[src/rtl/tbss_pkg.sv]
`timescale 1ns / 1ps
package tbss_pkg;

	// Fixed formats
	localparam int SAMPLE_W    = 24;
	localparam int STATE_W     = 32;
	localparam int FRAC        = SAMPLE_W - 1;
	localparam int GAIN_W      = 16;
	localparam int COEF_W      = 17;
	localparam int SETTING_W   = 48;
	localparam int CFG_IDX_W   = 3;
	localparam int CFG_DATA_W  = 48;

	// Saturator table: TANH_DEPTH+1 points over [0,4], TAB_FRAC fraction bits
	localparam int TANH_DEPTH  = 256;
	localparam int TANH_ADDR_W = $clog2(TANH_DEPTH);
	localparam int TAB_FRAC    = 31;
	localparam int TAB_W       = TAB_FRAC + 1;
	localparam int TANH_FR_W   = FRAC + 2;
	localparam int TANH_IDX_SH = TANH_FR_W - TANH_ADDR_W;
	localparam int ARG_W       = 35;

	// Sequencer steps
	localparam logic [3:0] STEP_LO   = 4'd0;
	localparam logic [3:0] STEP_HI   = 4'd1;
	localparam logic [3:0] STEP_BP   = 4'd2;
	localparam logic [3:0] STEP_FEED = 4'd2;
	localparam logic [3:0] STEP_CAP  = 4'd7;
	localparam logic [3:0] STEP_MIX  = 4'd10;
	localparam logic [3:0] STEP_LAST = 4'd11;

	typedef enum logic [CFG_IDX_W-1:0] {
		REG_FREQ_COEF,
		REG_DAMPING,
		REG_INPUT_GAIN,
		REG_OUTPUT_LEVEL,
		REG_LOW_SETTING,
		REG_MID_SETTING,
		REG_TOP_SETTING
	} cfg_reg_t;

	typedef enum logic [1:0] {
		SEQ_IDLE,
		SEQ_RUN,
		SEQ_WAIT
	} seq_state_t;

	typedef struct packed {
		logic signed [SAMPLE_W-1:0] left_sample;
		logic signed [SAMPLE_W-1:0] right_sample;
	} in_item_t;

	typedef struct packed {
		logic signed [SAMPLE_W-1:0] left_out;
		logic signed [SAMPLE_W-1:0] right_out;
		logic signed [SAMPLE_W-1:0] left_low;
		logic signed [SAMPLE_W-1:0] left_mid;
		logic signed [SAMPLE_W-1:0] left_top;
		logic signed [SAMPLE_W-1:0] right_low;
		logic signed [SAMPLE_W-1:0] right_mid;
		logic signed [SAMPLE_W-1:0] right_top;
	} out_item_t;

	typedef struct packed {
		logic [GAIN_W-1:0] drive;
		logic [GAIN_W-1:0] pan;
		logic [GAIN_W-1:0] level;
	} band_setting_t;

	typedef struct packed {
		logic [COEF_W-1:0]     freq_coef;
		logic [GAIN_W-1:0]     damping;
		logic [GAIN_W-1:0]     input_gain;
		logic [GAIN_W-1:0]     output_level;
		band_setting_t [2:0]   band;
	} cfg_t;

	typedef struct packed {
		logic       svf_lo;
		logic       svf_hi;
		logic       svf_bp;
		logic [1:0] band_sel;
		logic       band_cap;
		logic [1:0] cap_sel;
		logic       mix;
	} lane_ctrl_t;

	// Clamp to state width
	function automatic logic signed [STATE_W-1:0] sat_state(input logic signed [35:0] v);
		logic signed [35:0] hi;
		logic signed [35:0] lo;
		hi = 36'sh0_7FFF_FFFF;
		lo = -hi - 36'sd1;
		if (v > hi) return hi[STATE_W-1:0];
		if (v < lo) return lo[STATE_W-1:0];
		return v[STATE_W-1:0];
	endfunction

	// Clamp to sample width
	function automatic logic signed [SAMPLE_W-1:0] sat_sample(input logic signed [39:0] v);
		logic signed [39:0] hi;
		logic signed [39:0] lo;
		hi = 40'sh00_007F_FFFF;
		lo = -hi - 40'sd1;
		if (v > hi) return hi[SAMPLE_W-1:0];
		if (v < lo) return lo[SAMPLE_W-1:0];
		return v[SAMPLE_W-1:0];
	endfunction

	typedef logic [TAB_W-1:0] tanh_tab_t [TANH_DEPTH+1];

	// tanh points from the 7/6 Pade form, monotonic, capped at 1.0
	function automatic tanh_tab_t build_tanh();
		tanh_tab_t   tab;
		logic [63:0] xq;
		logic [63:0] s;
		logic [63:0] a;
		logic [63:0] b;
		logic [63:0] prev;
		logic [127:0] num;
		logic [127:0] r;
		logic [127:0] q;
		prev = '0;
		for (int i = 0; i <= TANH_DEPTH; i++) begin
			xq = (64'(i) << 18) / TANH_DEPTH;
			s = (xq * xq) >> 16;
			a = ((((s + (64'd378 << 16)) * s) >> 16) + (64'd17325 << 16)) * s;
			b = ((((64'd28 * s + (64'd3150 << 16)) * s) >> 16) + (64'd62370 << 16)) * s;
			a = (a >> 16) + (64'd135135 << 16);
			b = (b >> 16) + (64'd135135 << 16);
			num = {64'd0, xq * a} << 15;
			r = '0;
			q = '0;
			for (int k = 127; k >= 0; k--) begin
				r = {r[126:0], num[k]};
				q = q << 1;
				if (r >= {64'd0, b}) begin
					r = r - {64'd0, b};
					q[0] = 1'b1;
				end
			end
			if (q > (128'd1 << TAB_FRAC)) q = 128'd1 << TAB_FRAC;
			if (q < {64'd0, prev}) q = {64'd0, prev};
			tab[i] = q[TAB_W-1:0];
			prev = q[63:0];
		end
		return tab;
	endfunction

	localparam tanh_tab_t TANH_TAB = build_tanh();

endpackage

[src/rtl/tbss_merge.sv]
`timescale 1ns / 1ps
module tbss_merge (
	input  logic                                 clk,
	input  tbss_pkg::lane_ctrl_t                 ctrl,
	input  logic [tbss_pkg::GAIN_W-1:0]          output_level,
	input  logic signed [tbss_pkg::SAMPLE_W-1:0] band_y [2][3],
	output logic signed [tbss_pkg::SAMPLE_W-1:0] mix_y [2]
);
	import tbss_pkg::*;

	logic signed [25:0] sum [2];
	logic [25:0]        sum_mag [2];
	logic [41:0]        prod [2];
	logic [29:0]        rnd [2];
	logic signed [30:0] val [2];

	// Sum three bands per lane, apply output level
	always_comb begin
		for (int c = 0; c < 2; c++) begin
			sum[c] = 26'(band_y[c][0]) + 26'(band_y[c][1]) + 26'(band_y[c][2]);
			sum_mag[c] = sum[c][25] ? 26'(-sum[c]) : 26'(sum[c]);
			prod[c] = 42'(output_level) * 42'(sum_mag[c]);
			rnd[c] = 30'((prod[c] + 42'd2048) >> 12);
			val[c] = sum[c][25] ? -$signed({1'b0, rnd[c]}) : $signed({1'b0, rnd[c]});
		end
	end

	always_ff @(posedge clk) begin
		if (ctrl.mix) begin
			for (int c = 0; c < 2; c++) begin
				mix_y[c] <= sat_sample(40'(val[c]));
			end
		end
	end

endmodule

[config.mk]
export PLATFORM = sky130hd
export DESIGN_NAME = tbss_merge
export DESIGN_NICKNAME = d
export VERILOG_FILES = /design/src/rtl/tbss_pkg.sv /design/src/rtl/tbss_merge.sv
export SDC_FILE = /design/constraint.sdc
export NUM_CORES = 2
export LEC_CHECK = 0
export BUFFER_PORTS_ARGS = -buffer_cell sky130_fd_sc_hd__buf_2
export CORE_AREA = 2 2 289 291
export CTS_CLUSTER_SIZE = 40
export DETAILED_ROUTE_END_ITERATION = 10
export DIE_AREA = 0 0 291 293
export GPL_TIMING_DRIVEN = 0
export SKIP_CTS_REPAIR_TIMING = 1
export SLEW_MARGIN = 10
export SYNTH_ARGS = -nofsm -noshare
export SYNTH_HDL_FRONTEND = slang
export SYNTH_SLANG_ARGS = --single-unit
[constraint.sdc]
create_clock -name clk -period 17.8 [get_ports clk]
set_input_delay 0.89 -clock clk [delete_from_list [all_inputs] [get_ports clk]]
set_output_delay 0.89 -clock clk [all_outputs]
set_load 0.02 [all_outputs]
Word level (Yosys, flattened, before mapping)
Index checks and enable logic that the tools add are counted.
{"block": "word_totals", "regBits": 48, "latchBits": 0, "mem_bits_rw": 0, "rom_bits": 0, "in_bits": 170, "word_cells": 40, "mem_count": 0}
{"block": "classes", "addsub": 10, "multipliers": 2, "div_mod_pow": 0, "n_lt_le_gt_ge": 4, "eq_ne": 0, "n_shift": 0, "n_mux": 22, "bitwise": 0, "reduce_logical": 0}
{"cell": "24-bit 2-to-1 mux", "n": 8}
{"cell": "42-bit by 12-bit adder with 42-bit output (second input constant)", "n": 2}
{"cell": "16-bit by 26-bit multiplier with 42-bit output", "n": 2}
{"cell": "31-bit by 24-bit greater-than comparator with 1-bit output (second input constant)", "n": 2}
{"cell": "31-bit by 24-bit less-than comparator with 1-bit output (second input constant)", "n": 2}
{"cell": "31-bit 2-to-1 mux", "n": 2}
{"cell": "30-bit negator with 31-bit output", "n": 2}
{"cell": "25-bit by 24-bit adder with 26-bit output", "n": 2}
{"cell": "26-bit 2-to-1 mux", "n": 2}
{"cell": "26-bit negator", "n": 2}
{"cell": "24-bit by 24-bit adder with 25-bit output", "n": 2}
{"cell": "1-bit 2-to-1 mux", "n": 10}

Logic depth before layout (Yosys ltp)
{"block": "logic_depth", "word_depth": 15, "depth_mapped": 51, "depth_no_buf": 48}

Worst setup path before layout
Ideal clock, no wire load.
{"block": "synth_path", "kind": "input port to flip-flop", "startpoint": "input port band_y[73] (netlist name)", "endpoint": "register mix_y[31] (netlist name), data pin", "t_arrival_ns": 12.619, "t_required_ns": 17.648, "slack_ns": 5.028, "cell_stages": 48, "cell_sequence": "inv_1 -> fa_1 -> inv_1 -> ha_1 -> inv_1 -> fa_1 -> nor2b_1 -> o31ai_1 -> a211oi_1 -> o21ai_0 -> and2_1 -> o31ai_1 -> mux2i_1 -> clkbuf_1 -> clkbuf_1 -> clkbuf_1 -> o21ai_0 -> xnor2_1 -> [... 12 more ...] -> fa_1 -> ha_1 -> a21o_1 -> a21o_1 -> a21oi_1 -> o21ai_0 -> a2111oi_1 -> nand3_1 -> o211a_1 -> a211o_1 -> xor2_1 -> or3b_2 -> o41ai_1 -> xor2_1 -> nor4b_1 -> a21boi_1 -> buf_2 -> o21ai_0"}
{"block": "synth_via", "elab_chain_cells": 13, "elab_cells_between_ends": 17, "cone_classes": "4 x add/sub; 1 x mul; 2 x order compare; 10 x mux"}
{"element": "from (decl)", "line_no": "tbss_merge.sv:6", "text": "input logic signed [tbss_pkg::SAMPLE_W-1:0] band_y [2][3],"}
{"element": "25-bit by 24-bit adder with 26-bit output *", "line_no": "tbss_merge.sv:20", "text": "sum[c] = 26'(band_y[c][0]) + 26'(band_y[c][1]) + 26'(band_y[c][2]);"}
{"element": "26-bit negator", "line_no": "tbss_merge.sv:21", "text": "sum_mag[c] = sum[c][25] ? 26'(-sum[c]) : 26'(sum[c]);"}
{"element": "26-bit 2-to-1 mux", "line_no": "tbss_merge.sv:21"}
{"element": "16-bit by 26-bit multiplier with 42-bit output", "line_no": "tbss_merge.sv:22", "text": "prod[c] = 42'(output_level) * 42'(sum_mag[c]);"}
{"element": "42-bit by 12-bit adder with 42-bit output", "line_no": "tbss_merge.sv:23", "text": "rnd[c] = 30'((prod[c] + 42'd2048) >> 12);"}
{"element": "30-bit negator with 31-bit output", "line_no": "tbss_merge.sv:24", "text": "val[c] = sum[c][25] ? -$signed({1'b0, rnd[c]}) : $signed({1'b0, rnd[c]});"}
{"element": "31-bit 2-to-1 mux *", "line_no": "tbss_merge.sv:24"}
{"element": "31-bit by 24-bit less-than comparator with 1-bit output", "line_no": "tbss_pkg.sv:106", "text": "if (v < lo) return lo[SAMPLE_W-1:0];"}
{"element": "1-bit 2-to-1 mux (2 in series)", "line_no": "tbss_pkg.sv:106"}
{"element": "1-bit 2-to-1 mux", "line_no": "tbss_merge.sv:29", "text": "if (ctrl.mix) begin"}
{"element": "24-bit 2-to-1 mux", "line_no": "tbss_pkg.sv:107", "text": "return v[SAMPLE_W-1:0];"}
{"element": "24-bit 2-to-1 mux *", "line_no": "tbss_pkg.sv:106"}
{"element": "to (signal, indexed assignment)", "line_no": "tbss_merge.sv:31", "text": "mix_y[c] <= sat_sample(40'(val[c]));"}
{"element": "to (decl)", "line_no": "tbss_merge.sv:7", "text": "output logic signed [tbss_pkg::SAMPLE_W-1:0] mix_y [2]"}
Mark *: on every way between the ends. The rest lies on a longest branch, timed or not. The select of a mux whose other input is x is not followed.
A chain may end at the register's enable or synchronous reset.

Final worst setup path
{"block": "layout_path", "startpoint": "input port band_y[73] (netlist name)", "endpoint": "register mix_y[30] (netlist name), data pin"}
The elaborated chain is that of the path after synthesis.

==> flow_summary.json <==
{
  "status": "complete, no violations",
  "cp_slowest_stage_delay_ns": 1.20,
  "fmax_mhz": 59.5,
  "startpoint_type": "primary input",
  "finalSetupViolations": 0,
  "wl_met2_um": 50000,
  "wl_per_cell_um": 20.2,
  "cts_made_buffers": 5,
  "coreArea_um2": 81800,
  "synthArstFlopShare_pct": 0,
  "grt_usage_pct": 26.9,
  "highest_layer": "met5",
  "drive_above_1_share_pct": 6.70,
  "period_minus_slack_ns": 16.81,
  "die_area_um2": 85300,
  "drv_slew": 0,
  "cp_data_arrival_time_ns": 16.97,
  "drv_cap": 0,
  "synth_nets": 5561,
  "met3_length_um": 10700,
  "top_regs": "mix_y (48)",
  "grt_pass1_wl_um": 176000,
  "ys_types": 93,
  "wl_um": 114000,
  "synthCells": 4359,
  "finalNonFillerCells": 5643,
  "met1_length_um": 50600,
  "cts_buffer_depth": 2,
  "numClockSinks": 48,
  "hold_class": "in2reg",
  "clkTransAtPathRegs_ns": 0.07,
  "yosysTopAreaCell": "fa_1",
  "slowest_stage": "a2111oi_1",
  "place_area_um2": 39000,
  "drt_iter0_markers": 2517,
  "critPathLaunch": "band_y[73]",
  "fin_crit_sh_pct": 94.4,
  "rsz0062_at_grt": "no",
  "num_rows": 105,
  "synth-edff-count": 48,
  "fill_cells": 8136,
  "synth_seq_area_share_pct": 3.93,
  "ant_nets": 0,
  "hpwl_um": 97800,
  "grt_pass1_vias": 30800,
  "dr_total_vias": 31000,
  "largest_reg_flops": 48,
  "final_area_um2": 39200,
  "seqCellArea_um2": 1440,
  "post-route-drc-count": 0,
  "area_growth_pct": 7.08,
  "overflow": 0,
  "multi_input_area_um2": 31200,
  "setup-tns-final_ns": 0,
  "first_pass_iters": 5,
  "io_pins": 218,
  "hold_viol": 0,
  "start_util_pct": 44.8,
  "hp-start": "ctrl[0]",
  "post-place-cells": 5631,
  "tightest_slew_ns": 1.39,
  "viasPerCell": 5.49,
  "ys_ff_latch": 48,
  "crit_family": "compound AO/OA/AOI/OAI gates",
  "synth.area.top_cells": "fa_1 (39%), ha_1 (11%), inv_1 (8.8%), and2_1 (6.5%), nand2_1 (6.1%)",
  "layout.nets": 5770,
  "cp_max_fo": 10,
  "port-buffer-count": 201,
  "crit_buf_inv": 14,
  "regMostFlops": "mix_y",
  "antenna_found_initial": 10,
  "die_h_um": 293,
  "synth_area_um2": 36700,
  "crit_type": "in2reg",
  "final_core_utilization_pct": 48.0,
  "die_w_um": 291,
  "yosysTopAreaCellShare_pct": 39.2,
  "ys_warn_count": 0,
  "grt_max_degree": 49,
  "slew_headroom_pct": 6.55,
  "synth_flop_cell": "edfxtp_1",
  "critPathCaptureType": "register",
  "cp.required_ns": 17.96,
  "htree_levels": 2,
  "gp_congestion": 0.959,
  "post_synth.cell_area_avg_um2": 8.41,
  "tritoncts": "done",
  "clockRootBuffer": "clkbuf_16"
}
## cell families after synthesis
family                     count (synthesis)  synth area share [%]
AOI/OAI and AO/OA                        603                  11.2
xor gates and xnor gates                 164                  3.96
adders and majority gates               1032                  49.9
buffers and inverters                   1067                  11.0
DFF                                       48                  3.93
muxes                                     21                 0.591
and+or+nand+nor                         1424                  19.4
## layout make-up
class                   count  share of cell area (%)
diodes                      5                  0.0319
plain buffers             206                    2.08
clock buffers               5                   0.319
clock inverters             2                   0.153
inverters                 861                    8.23
multi-input cells        3244                    79.5
flip-flops and latches     48                    3.67
well taps                1070                    3.41
repair buffers            202                    2.58
## routing by layer
metal / GRT usage [%] / vias to the layer above
li1: - / 14200
met1: 39.1 / 15600
met2: 41.3 / 1087
met3: 5.41 / 122
met4: 6.04 / 6
met5: 0.794 / -
## synthesized netlist by cell type, types with 8 or more instances
cell type	n
nand3_1	50
o21a_1	16
nor2b_1	10
a21oi_1	139
a221o_1	9
o21ai_1	10
xor2_1	50
nor2_1	145
xnor2_1	112
a21o_1	67
o21ai_0	113
mux2i_1	16
o21bai_1	30
buf_2	9
or4b_2	8
and3_1	24
nand4_1	35
inv_1	861
a31o_2	10
nor3_1	57
o31ai_1	18
o211ai_1	20
and2_1	378
a211o_1	9
or2_2	11
nand2_1	594
edfxtp_1	48
clkbuf_1	189
nor4_1	13
a31oi_1	22
o21ai_2	20
a211oi_1	35
nor4b_1	13
nand2b_1	16
ha_1	314
fa_1	718
or3_1	30
## final timing paths
kind                   endpoint  depth (start not counted)
worst max-delay path  mix_y[30]                         49
worst min-delay path  mix_y[45]                          1
## cell usage in the layout, fill, tap and decap left out, types with 12 or more instances in the layout
cell and instances:
inv_1 861, fa_1 718, nand2_1 594, and2_1 378, ha_1 314, buf_2 210
clkbuf_1 189, nor2_1 145, a21oi_1 139, o21ai_0 113, xnor2_1 107, a21o_1 67
nor3_1 57, xor2_1 50, nand3_1 50, edfxtp_1 48, nand4_1 35, a211oi_1 35
o21bai_1 30, or3_1 30, and3_1 24, a31oi_1 22, o211ai_1 20, o21ai_2 20
o31ai_1 18, o21a_1 16, mux2i_1 16, nand2b_1 16, nor4b_1 13, nor4_1 12
## metrics by stage
| stage | setup slack (ns) | hold slack, ns |
|---|---|---|
| 6_report | 0.994 | 1.38 |
| 5_1_grt | 0.180 | 1.42 |
| 4_1_cts | 1.23 | 1.41 |
| 3_5_place_dp | 0.973 | 1.33 |
| 3_3_place_gp | 1.00 | 1.33 |
| 2_1_floorplan | 5.03 | 1.00 |
Power is not shown: default switching activity piles up to over one toggle a cycle in this logic, so the estimate is an artifact.
